### src/rtl/core/stq_pkg.sv
// ---------------------------------------------------------------------------
// stq_pkg
// Types and constants shared by the sorted timer queue cells and top level.
// ---------------------------------------------------------------------------
package stq_pkg;

    localparam int ID_BITS       = 4;
    localparam int ID_COUNT      = 1 << ID_BITS;
    localparam int IN_TIME_BITS  = 32;
    localparam int DEF_CAPACITY  = 16;
    localparam int DEF_TIME_BITS = 32;

    typedef enum logic [1:0] {
        KIND_ADD    = 2'd0,
        KIND_ADJUST = 2'd1,
        KIND_DELETE = 2'd2,
        KIND_TICK   = 2'd3
    } kind_t;

    typedef enum logic [1:0] {
        ST_IDLE,
        ST_REMOVE,
        ST_INSERT,
        ST_TICK
    } state_t;

    typedef enum logic [1:0] {
        CELL_HOLD,
        CELL_REMOVE,
        CELL_INSERT,
        CELL_POP
    } cell_op_t;

    typedef struct packed {
        cell_op_t           op;
        logic [ID_BITS-1:0] id;
    } cell_cmd_t;

endpackage

### src/rtl/core/sorted_timer_queue_unit.sv
// ---------------------------------------------------------------------------
// sorted_timer_queue_unit
// Timer list kept sorted by expiry in a shifting row of cells.
// ---------------------------------------------------------------------------
//  channel  direction  handshake            payload
//  s_       in         s_valid / s_ready    kind, timer_id, expire_time, current_time
//  m_       out        m_valid / m_ready    expired_id, last_expired
//
//  add of a new id: accept, insert; adjust or add of a present id:
//  accept, remove, insert; delete of a present id: accept, remove;
//  adjust or delete of an absent id, or a new id on a full list: accept only.
//  tick: accept, then pop while the front cell is due; the front cell is popped once per
//  cycle into the output register, and a stall on m_ready holds the pop.
//  reset clears every cell valid bit, the presence mask and the sequencer.
// ---------------------------------------------------------------------------
module sorted_timer_queue_unit #(
    parameter int CAPACITY  = stq_pkg::DEF_CAPACITY,
    parameter int TIME_BITS = stq_pkg::DEF_TIME_BITS
) (
    input  logic                            aclk,
    input  logic                            aresetn,
    input  logic                            s_valid,
    output logic                            s_ready,
    input  logic [1:0]                      s_kind,
    input  logic [stq_pkg::ID_BITS-1:0]     s_timer_id,
    input  logic [stq_pkg::IN_TIME_BITS-1:0] s_expire_time,
    input  logic [stq_pkg::IN_TIME_BITS-1:0] s_current_time,
    output logic                            m_valid,
    input  logic                            m_ready,
    output logic [stq_pkg::ID_BITS-1:0]     m_expired_id,
    output logic                            m_last_expired
);
    import stq_pkg::*;

    state_t               state_reg, state_next;
    logic [ID_BITS-1:0]   op_id_reg, op_id_next;
    logic [TIME_BITS-1:0] op_time_reg, op_time_next;
    logic                 reinsert_reg, reinsert_next;
    logic [ID_COUNT-1:0]  present_mask_reg, present_mask_next;

    logic                 m_valid_reg, m_valid_next;
    logic [ID_BITS-1:0]   m_id_reg, m_id_next;
    logic                 m_last_reg, m_last_next;

    cell_cmd_t            cmd;

    logic                 cell_valid [CAPACITY];
    logic [ID_BITS-1:0]   cell_id    [CAPACITY];
    logic [TIME_BITS-1:0] cell_time  [CAPACITY];
    logic                 ins_chain  [CAPACITY+1];
    logic                 match_chain[CAPACITY+1];

    logic                 accept;
    logic                 present;
    logic                 full;
    logic                 front_due;
    logic                 second_due;
    logic                 pop_fire;

    assign ins_chain[0]   = 1'b0;
    assign match_chain[0] = 1'b0;

    genvar g;
    generate
        for (g = 0; g < CAPACITY; g++) begin : g_cell
            logic                 l_valid, r_valid;
            logic [ID_BITS-1:0]   l_id, r_id;
            logic [TIME_BITS-1:0] l_time, r_time;

            if (g == 0) begin : g_front
                assign l_valid = 1'b0;
                assign l_id    = '0;
                assign l_time  = '0;
            end else begin : g_mid_l
                assign l_valid = cell_valid[g-1];
                assign l_id    = cell_id[g-1];
                assign l_time  = cell_time[g-1];
            end

            if (g == CAPACITY - 1) begin : g_back
                assign r_valid = 1'b0;
                assign r_id    = '0;
                assign r_time  = '0;
            end else begin : g_mid_r
                assign r_valid = cell_valid[g+1];
                assign r_id    = cell_id[g+1];
                assign r_time  = cell_time[g+1];
            end

            stq_cell #(
                .TIME_BITS(TIME_BITS)
            ) u_cell (
                .aclk       (aclk),
                .aresetn    (aresetn),
                .cmd        (cmd),
                .cmd_time   (op_time_reg),
                .left_valid (l_valid),
                .left_id    (l_id),
                .left_time  (l_time),
                .ins_in     (ins_chain[g]),
                .right_valid(r_valid),
                .right_id   (r_id),
                .right_time (r_time),
                .match_in   (match_chain[g]),
                .valid      (cell_valid[g]),
                .id         (cell_id[g]),
                .time_val   (cell_time[g]),
                .ins_out    (ins_chain[g+1]),
                .match_out  (match_chain[g+1])
            );
        end
    endgenerate

    assign accept     = s_valid && s_ready;
    assign present    = present_mask_reg[s_timer_id];
    assign full       = cell_valid[CAPACITY-1];
    // during a tick op_time_reg holds the current time
    assign front_due  = cell_valid[0] && (cell_time[0] <= op_time_reg);
    assign second_due = cell_valid[1] && (cell_time[1] <= op_time_reg);
    assign pop_fire   = (state_reg == ST_TICK) && front_due && (!m_valid_reg || m_ready);

    // next state
    always_comb begin
        state_next    = state_reg;
        op_id_next    = op_id_reg;
        op_time_next  = op_time_reg;
        reinsert_next = reinsert_reg;
        case (state_reg)
            ST_IDLE: begin
                if (accept) begin
                    op_id_next    = s_timer_id;
                    op_time_next  = TIME_BITS'(s_expire_time);
                    reinsert_next = 1'b1;
                    case (kind_t'(s_kind))
                        KIND_ADD: begin
                            if (present) begin
                                state_next = ST_REMOVE;
                            end else if (!full) begin
                                state_next = ST_INSERT;
                            end
                        end
                        KIND_ADJUST: begin
                            if (present) begin
                                state_next = ST_REMOVE;
                            end
                        end
                        KIND_DELETE: begin
                            reinsert_next = 1'b0;
                            if (present) begin
                                state_next = ST_REMOVE;
                            end
                        end
                        KIND_TICK: begin
                            op_time_next = TIME_BITS'(s_current_time);
                            state_next   = ST_TICK;
                        end
                        default: begin
                        end
                    endcase
                end
            end
            ST_REMOVE: begin
                state_next = reinsert_reg ? ST_INSERT : ST_IDLE;
            end
            ST_INSERT: begin
                state_next = ST_IDLE;
            end
            ST_TICK: begin
                if (!front_due) begin
                    state_next = ST_IDLE;
                end
            end
            default: begin
                state_next = ST_IDLE;
            end
        endcase
    end

    // outputs, cell command, presence mask and result register
    always_comb begin
        s_ready           = (state_reg == ST_IDLE);
        cmd.op            = CELL_HOLD;
        cmd.id            = op_id_reg;
        present_mask_next = present_mask_reg;
        m_valid_next      = m_valid_reg;
        m_id_next         = m_id_reg;
        m_last_next       = m_last_reg;
        if (m_valid_reg && m_ready) begin
            m_valid_next = 1'b0;
        end
        case (state_reg)
            ST_REMOVE: begin
                cmd.op                       = CELL_REMOVE;
                present_mask_next[op_id_reg] = 1'b0;
            end
            ST_INSERT: begin
                cmd.op                       = CELL_INSERT;
                present_mask_next[op_id_reg] = 1'b1;
            end
            ST_TICK: begin
                if (pop_fire) begin
                    cmd.op                        = CELL_POP;
                    present_mask_next[cell_id[0]] = 1'b0;
                    m_valid_next                  = 1'b1;
                    m_id_next                     = cell_id[0];
                    m_last_next                   = !second_due;
                end
            end
            default: begin
            end
        endcase
    end

    always_ff @(posedge aclk) begin
        if (!aresetn) begin
            state_reg        <= ST_IDLE;
            present_mask_reg <= '0;
            m_valid_reg      <= 1'b0;
        end else begin
            state_reg        <= state_next;
            present_mask_reg <= present_mask_next;
            m_valid_reg      <= m_valid_next;
        end
        op_id_reg    <= op_id_next;
        op_time_reg  <= op_time_next;
        reinsert_reg <= reinsert_next;
        m_id_reg     <= m_id_next;
        m_last_reg   <= m_last_next;
    end

    assign m_valid        = m_valid_reg;
    assign m_expired_id   = m_id_reg;
    assign m_last_expired = m_last_reg;

endmodule

### src/rtl/core/stq_cell.sv
// ---------------------------------------------------------------------------
// stq_cell
// One slot of the sorted queue: holds a timer and shifts with its neighbours.
// ---------------------------------------------------------------------------
module stq_cell #(
    parameter int TIME_BITS = stq_pkg::DEF_TIME_BITS
) (
    input  logic                       aclk,
    input  logic                       aresetn,
    input  stq_pkg::cell_cmd_t         cmd,
    input  logic [TIME_BITS-1:0]       cmd_time,
    // neighbour towards the front
    input  logic                       left_valid,
    input  logic [stq_pkg::ID_BITS-1:0] left_id,
    input  logic [TIME_BITS-1:0]       left_time,
    input  logic                       ins_in,
    // neighbour towards the back
    input  logic                       right_valid,
    input  logic [stq_pkg::ID_BITS-1:0] right_id,
    input  logic [TIME_BITS-1:0]       right_time,
    input  logic                       match_in,
    // own contents and chain outputs
    output logic                       valid,
    output logic [stq_pkg::ID_BITS-1:0] id,
    output logic [TIME_BITS-1:0]       time_val,
    output logic                       ins_out,
    output logic                       match_out
);
    import stq_pkg::*;

    logic                 valid_reg, valid_next;
    logic [ID_BITS-1:0]   id_reg, id_next;
    logic [TIME_BITS-1:0] time_reg, time_next;

    always_comb begin
        valid_next = valid_reg;
        id_next    = id_reg;
        time_next  = time_reg;
        // match ripples from the front: every slot at or behind the hit shifts
        match_out  = match_in | (valid_reg && (id_reg == cmd.id));
        // strict compare so an equal time lands behind existing entries
        ins_out    = !valid_reg || (cmd_time < time_reg);
        case (cmd.op)
            CELL_REMOVE: begin
                if (match_out) begin
                    valid_next = right_valid;
                    id_next    = right_id;
                    time_next  = right_time;
                end
            end
            CELL_INSERT: begin
                if (ins_out) begin
                    if (ins_in) begin
                        valid_next = left_valid;
                        id_next    = left_id;
                        time_next  = left_time;
                    end else begin
                        valid_next = 1'b1;
                        id_next    = cmd.id;
                        time_next  = cmd_time;
                    end
                end
            end
            CELL_POP: begin
                valid_next = right_valid;
                id_next    = right_id;
                time_next  = right_time;
            end
            default: begin
            end
        endcase
    end

    always_ff @(posedge aclk) begin
        if (!aresetn) begin
            valid_reg <= 1'b0;
        end else begin
            valid_reg <= valid_next;
        end
        id_reg   <= id_next;
        time_reg <= time_next;
    end

    assign valid    = valid_reg;
    assign id       = id_reg;
    assign time_val = time_reg;

endmodule
### config.mk
export PLATFORM = sky130hd
export DESIGN_NAME = sorted_timer_queue_unit
export DESIGN_NICKNAME = d
export VERILOG_FILES = /design/src/rtl/core/stq_pkg.sv /design/src/rtl/core/sorted_timer_queue_unit.sv /design/src/rtl/core/stq_cell.sv
export SDC_FILE = /design/constraint.sdc
export NUM_CORES = 2
export LEC_CHECK = 0
export BUFFER_PORTS_ARGS = -buffer_cell sky130_fd_sc_hd__buf_2
export CAP_MARGIN = 20
export CORE_MARGIN = 2
export CORE_UTILIZATION = 32
export CTS_BUF_LIST = sky130_fd_sc_hd__clkbuf_8
export DETAILED_ROUTE_END_ITERATION = 10
export PLACE_DENSITY = 0.47
export SYNTH_ARGS = -nofsm -noshare
export SYNTH_HDL_FRONTEND = slang
export SYNTH_SLANG_ARGS = --single-unit
### constraint.sdc
create_clock -name aclk -period 5.15 [get_ports aclk]
set_input_delay 0.2575 -clock aclk [delete_from_list [all_inputs] [get_ports aclk]]
set_output_delay 0.2575 -clock aclk [all_outputs]
set_load 0.03 [all_outputs]
==> results.tsv <==
metric	value	unit
result of the run	completed	
Top FF cell, synth	sky130_fd_sc_hd__edfxtp_1	
largest cells by area after synthesis	sky130_fd_sc_hd__edfxtp_1 (38%), sky130_fd_sc_hd__ha_1 (13%), sky130_fd_sc_hd__mux2i_1 (4.6%)	
startpoint of the tightest hold check path	s_timer_id[2]	
total count of max-transition violations in the final report	0	
cell accounting for the most synthesized area	sky130_fd_sc_hd__edfxtp_1	
DRC viols	0	
Boundary Pins	81	
cells traversed along the worst timing path	buf_4 -> ha_1 -> nand3_1 -> nor4_1 -> nand2_1 -> a31oi_1 -> o2111ai_2 -> buf_4 -> o22ai_1 -> nor2_1	
die width	394	um
post-synthesis net count	5853	
minimum clock period	4470	ps
total stage count of the critical path	10	
Crit path largest cell delay	700	ps
kind of end point of the critical path	flop	
maximum number of pins on one net before global-route repair	190	
highest ir drop seen on vdd	175	uV
final period utilization	86.8	%
clock slew seen by the registers of the worst setup and hold paths	60	ps
Warnings, synthesis	0	
portion of synthesized cell area occupied by the leading cell type	38.2	%
startpoint class of the critical path	flop	
buffer cell driving the clock tree root	sky130_fd_sc_hd__clkbuf_8	
commonest non-fill, non-tap cell in the layout	sky130_fd_sc_hd__edfxtp_1	
final weighted congestion of routability-driven global placement	0.869	
f_max	224	MHz
met1 track demand over resource	29.9	%
most repeated library cell on the critical path	sky130_fd_sc_hd__buf_4	
unrepaired setup endpoints after global routing	false	
cell area after synthesis	48600	um^2
worst hold slack across all endpoints	146	ps
detailed-route wire length per cell	21.4	um
non-filler instance count after layout	7456	
total power density per cell area	274	nW/um^2
worst relative slew slack	32.5	%
number of sinks on the clock net	653	
initial antenna violation count	2	
biggest fanout along the worst timing path	21	
Clock Latency Late Sink	890	ps
RR Startpoint	op_time_reg[19]	
remaining antenna violation count after routing	0	
class of the tightest hold or removal check	in2reg	
Detailed Place HPWL	121000	um
highest-count cells in the layout ignoring fill and taps	sky130_fd_sc_hd__edfxtp_1 (618), sky130_fd_sc_hd__inv_1 (614), sky130_fd_sc_hd__ha_1 (500), sky130_fd_sc_hd__nor2_1 (454), sky130_fd_sc_hd__nand2_1 (404)	
FF-to-FF path depth	10	
number of cells produced by synthesis	5278	
share of async-settable or async-resettable flops after synthesis	0	%
total placed cells including tap cells	7143	
violation count after the first detailed-route iteration	3536	
destination of the worst hold path	op_id_reg[2]	
worst reg2reg path endpoint	g_cell[5].u_cell.time_val[11]	
P&R area growth vs syn	12.4	%
arrival time of the worst setup path	5090	ps
Cell variety after synth	93	
H-tree lvl count	4	
die area	155000	um^2
max-cap violations	0	
GRT Util Overall	20.2	%
worst-case register-to-register setup slack	680	ps
core region area	150000	um^2
Total Wirelength	160000	um
row cnt	142	
data required time of the worst path	5770	ps
net total in the final layout	5912	
average cell area after synthesis	9.20	um^2
number of port buffers	80	
total clock buffers created by CTS	133	
vias in the first global route	39700	
Critical Setup Path Class	reg2reg	
Pre-antenna DRT Iters	6	
number of flip-flops under the largest register name	512	
post-synthesis sequential element count	653	
number of gates given a new drive strength after cts	0	
count of endpoints failing hold in the final timing report	0	
leakage power of the design	0.0228	uW
TritonCTS clock tree	done	
clock tree skew after final layout	48.9	ps
detailed-route via count	40600	
die span in y	394	um
number of buffer and inverter stages on the critical path	2	
Final setup viols	0	
Congestion Overflow GR	0	
post-route setup TNS	0	ps
Global Route met3 Usage	2.74	%
number of enable flip-flop cells after synthesis	618	
share of post-route cells with drive strength above 1	9.00	%
layer with the highest usage	met2	
number of vias per cell after detailed routing	5.45	
critical path's slowest cell	sky130_fd_sc_hd__nor4_1	
met2 Usage GRT	30.5	%
cell depth of the worst hold path	2	
cell family contributing the most delay on the critical path	compound AO/OA/AOI/OAI gates	
first-pass GRT wire length	245000	um
worst-margin pin slew	1010	ps
sequential fraction of the synthesis area	39.7	%
starting utilization of the core area	32.3	%
buffers from clock root to sink, at most	3	
number of filler cells placed in the layout	15500	
## metrics by stage
stage	util [%]	area [um^2]	total power, uW	setup WS, ps
final	36.3	54600	15000	677
after global routing	36.3	54600	15800	427
after CTS	36.3	54600	15100	591
after detailed placement	34.2	51400	9840	588
after global placement	34.2	51400	9780	600
after floorplan	-	48600	8720	483
## final cells by class
cell class	instances	area [um^2]	area share [%]
diodes	6	15.0	0.0275
clock buffers	138	1900	3.48
clock inverters	94	515	0.944
inverters	575	2160	3.96
multi-input cells	3675	25800	47.2
flip-flops and latches	653	19300	35.3
well taps	2016	2520	4.62
repair buffers	299	2440	4.47
## what timing repair did
item,in CTS,in global routing
buffers inserted,0,0
hold endpoints to repair,60,0
hold buffers,74,0
## routing by layer
| metal | vias up | share of wire (%) |
|---|---|---|
| met5 | - | 0 |
| met4 | 0 | 2.3 |
| met3 | 179 | 5.4 |
| met2 | 1152 | 43 |
| met1 | 19500 | 49 |
| li1 | 19800 | - |
## worst reg2reg max path, delay by kind of cell (launching register included)
kind,cells,cell delay (ps)
compound gates,3,1470
fa+ha+maj,1,350
buf+inv,2,780
flops,1,620
simple gates,4,1030
## cells by family (layout without fill, tap and decap cells)
| family | count (synthesis) | after routing | share of synthesized area, % |
|---|---|---|---|
| and+or+nand+nor | 1362 | 1362 | 12.5 |
| xor gates and xnor gates | 55 | 55 | 0.992 |
| DFF | 653 | 653 | 39.7 |
| muxes | 261 | 261 | 5.59 |
| other | 0 | 6 | 0 |
| adders and majority gates | 501 | 501 | 12.9 |
| AOI/OAI and AO/OA | 1496 | 1496 | 20.5 |
| buffers and inverters | 950 | 1106 | 7.85 |
## Yosys cell counts (all sizes together), types with 10 or more instances
master	count
o211ai	33
a311oi	148
a211oi	177
mux2i	224
mux2	32
nand4	80
nor2	459
nor3	150
and4	12
a221oi	41
o2111ai	10
nand2b	21
o31ai	10
clkbuf	258
inv	573
xnor2	17
edfxtp	618
a21oi	353
dfxtp	35
xor2	38
ha	501
a21o	76
nor2b	25
o221ai	102
nand2	406
o21ai	331
o21a	23
nor4	20
buf	117
nand3	153
o22ai	41
a22oi	32
a31oi	51
## report_power, final
group,switching [uW],total [uW],internal (uW)
sequential,332,6640,6310
clock,2620,5180,2560
combinational,2010,3150,1140
## worst max-delay path by stage
stage / start / to / slack (ps)
global route: op_time_reg[19] / g_cell[5].u_cell.time_val[9] / 430
detailed placement: op_time_reg[19] / g_cell[5].u_cell.time_val[2] / 590
finish: op_time_reg[19] / g_cell[5].u_cell.time_val[11] / 680
floorplan: op_time_reg[13] / g_cell[12].u_cell.id[0] / 480
CTS: op_time_reg[19] / g_cell[5].u_cell.time_val[11] / 590
global placement: op_time_reg[19] / g_cell[5].u_cell.time_val[1] / 600
Power figures use the tool's default switching activity.
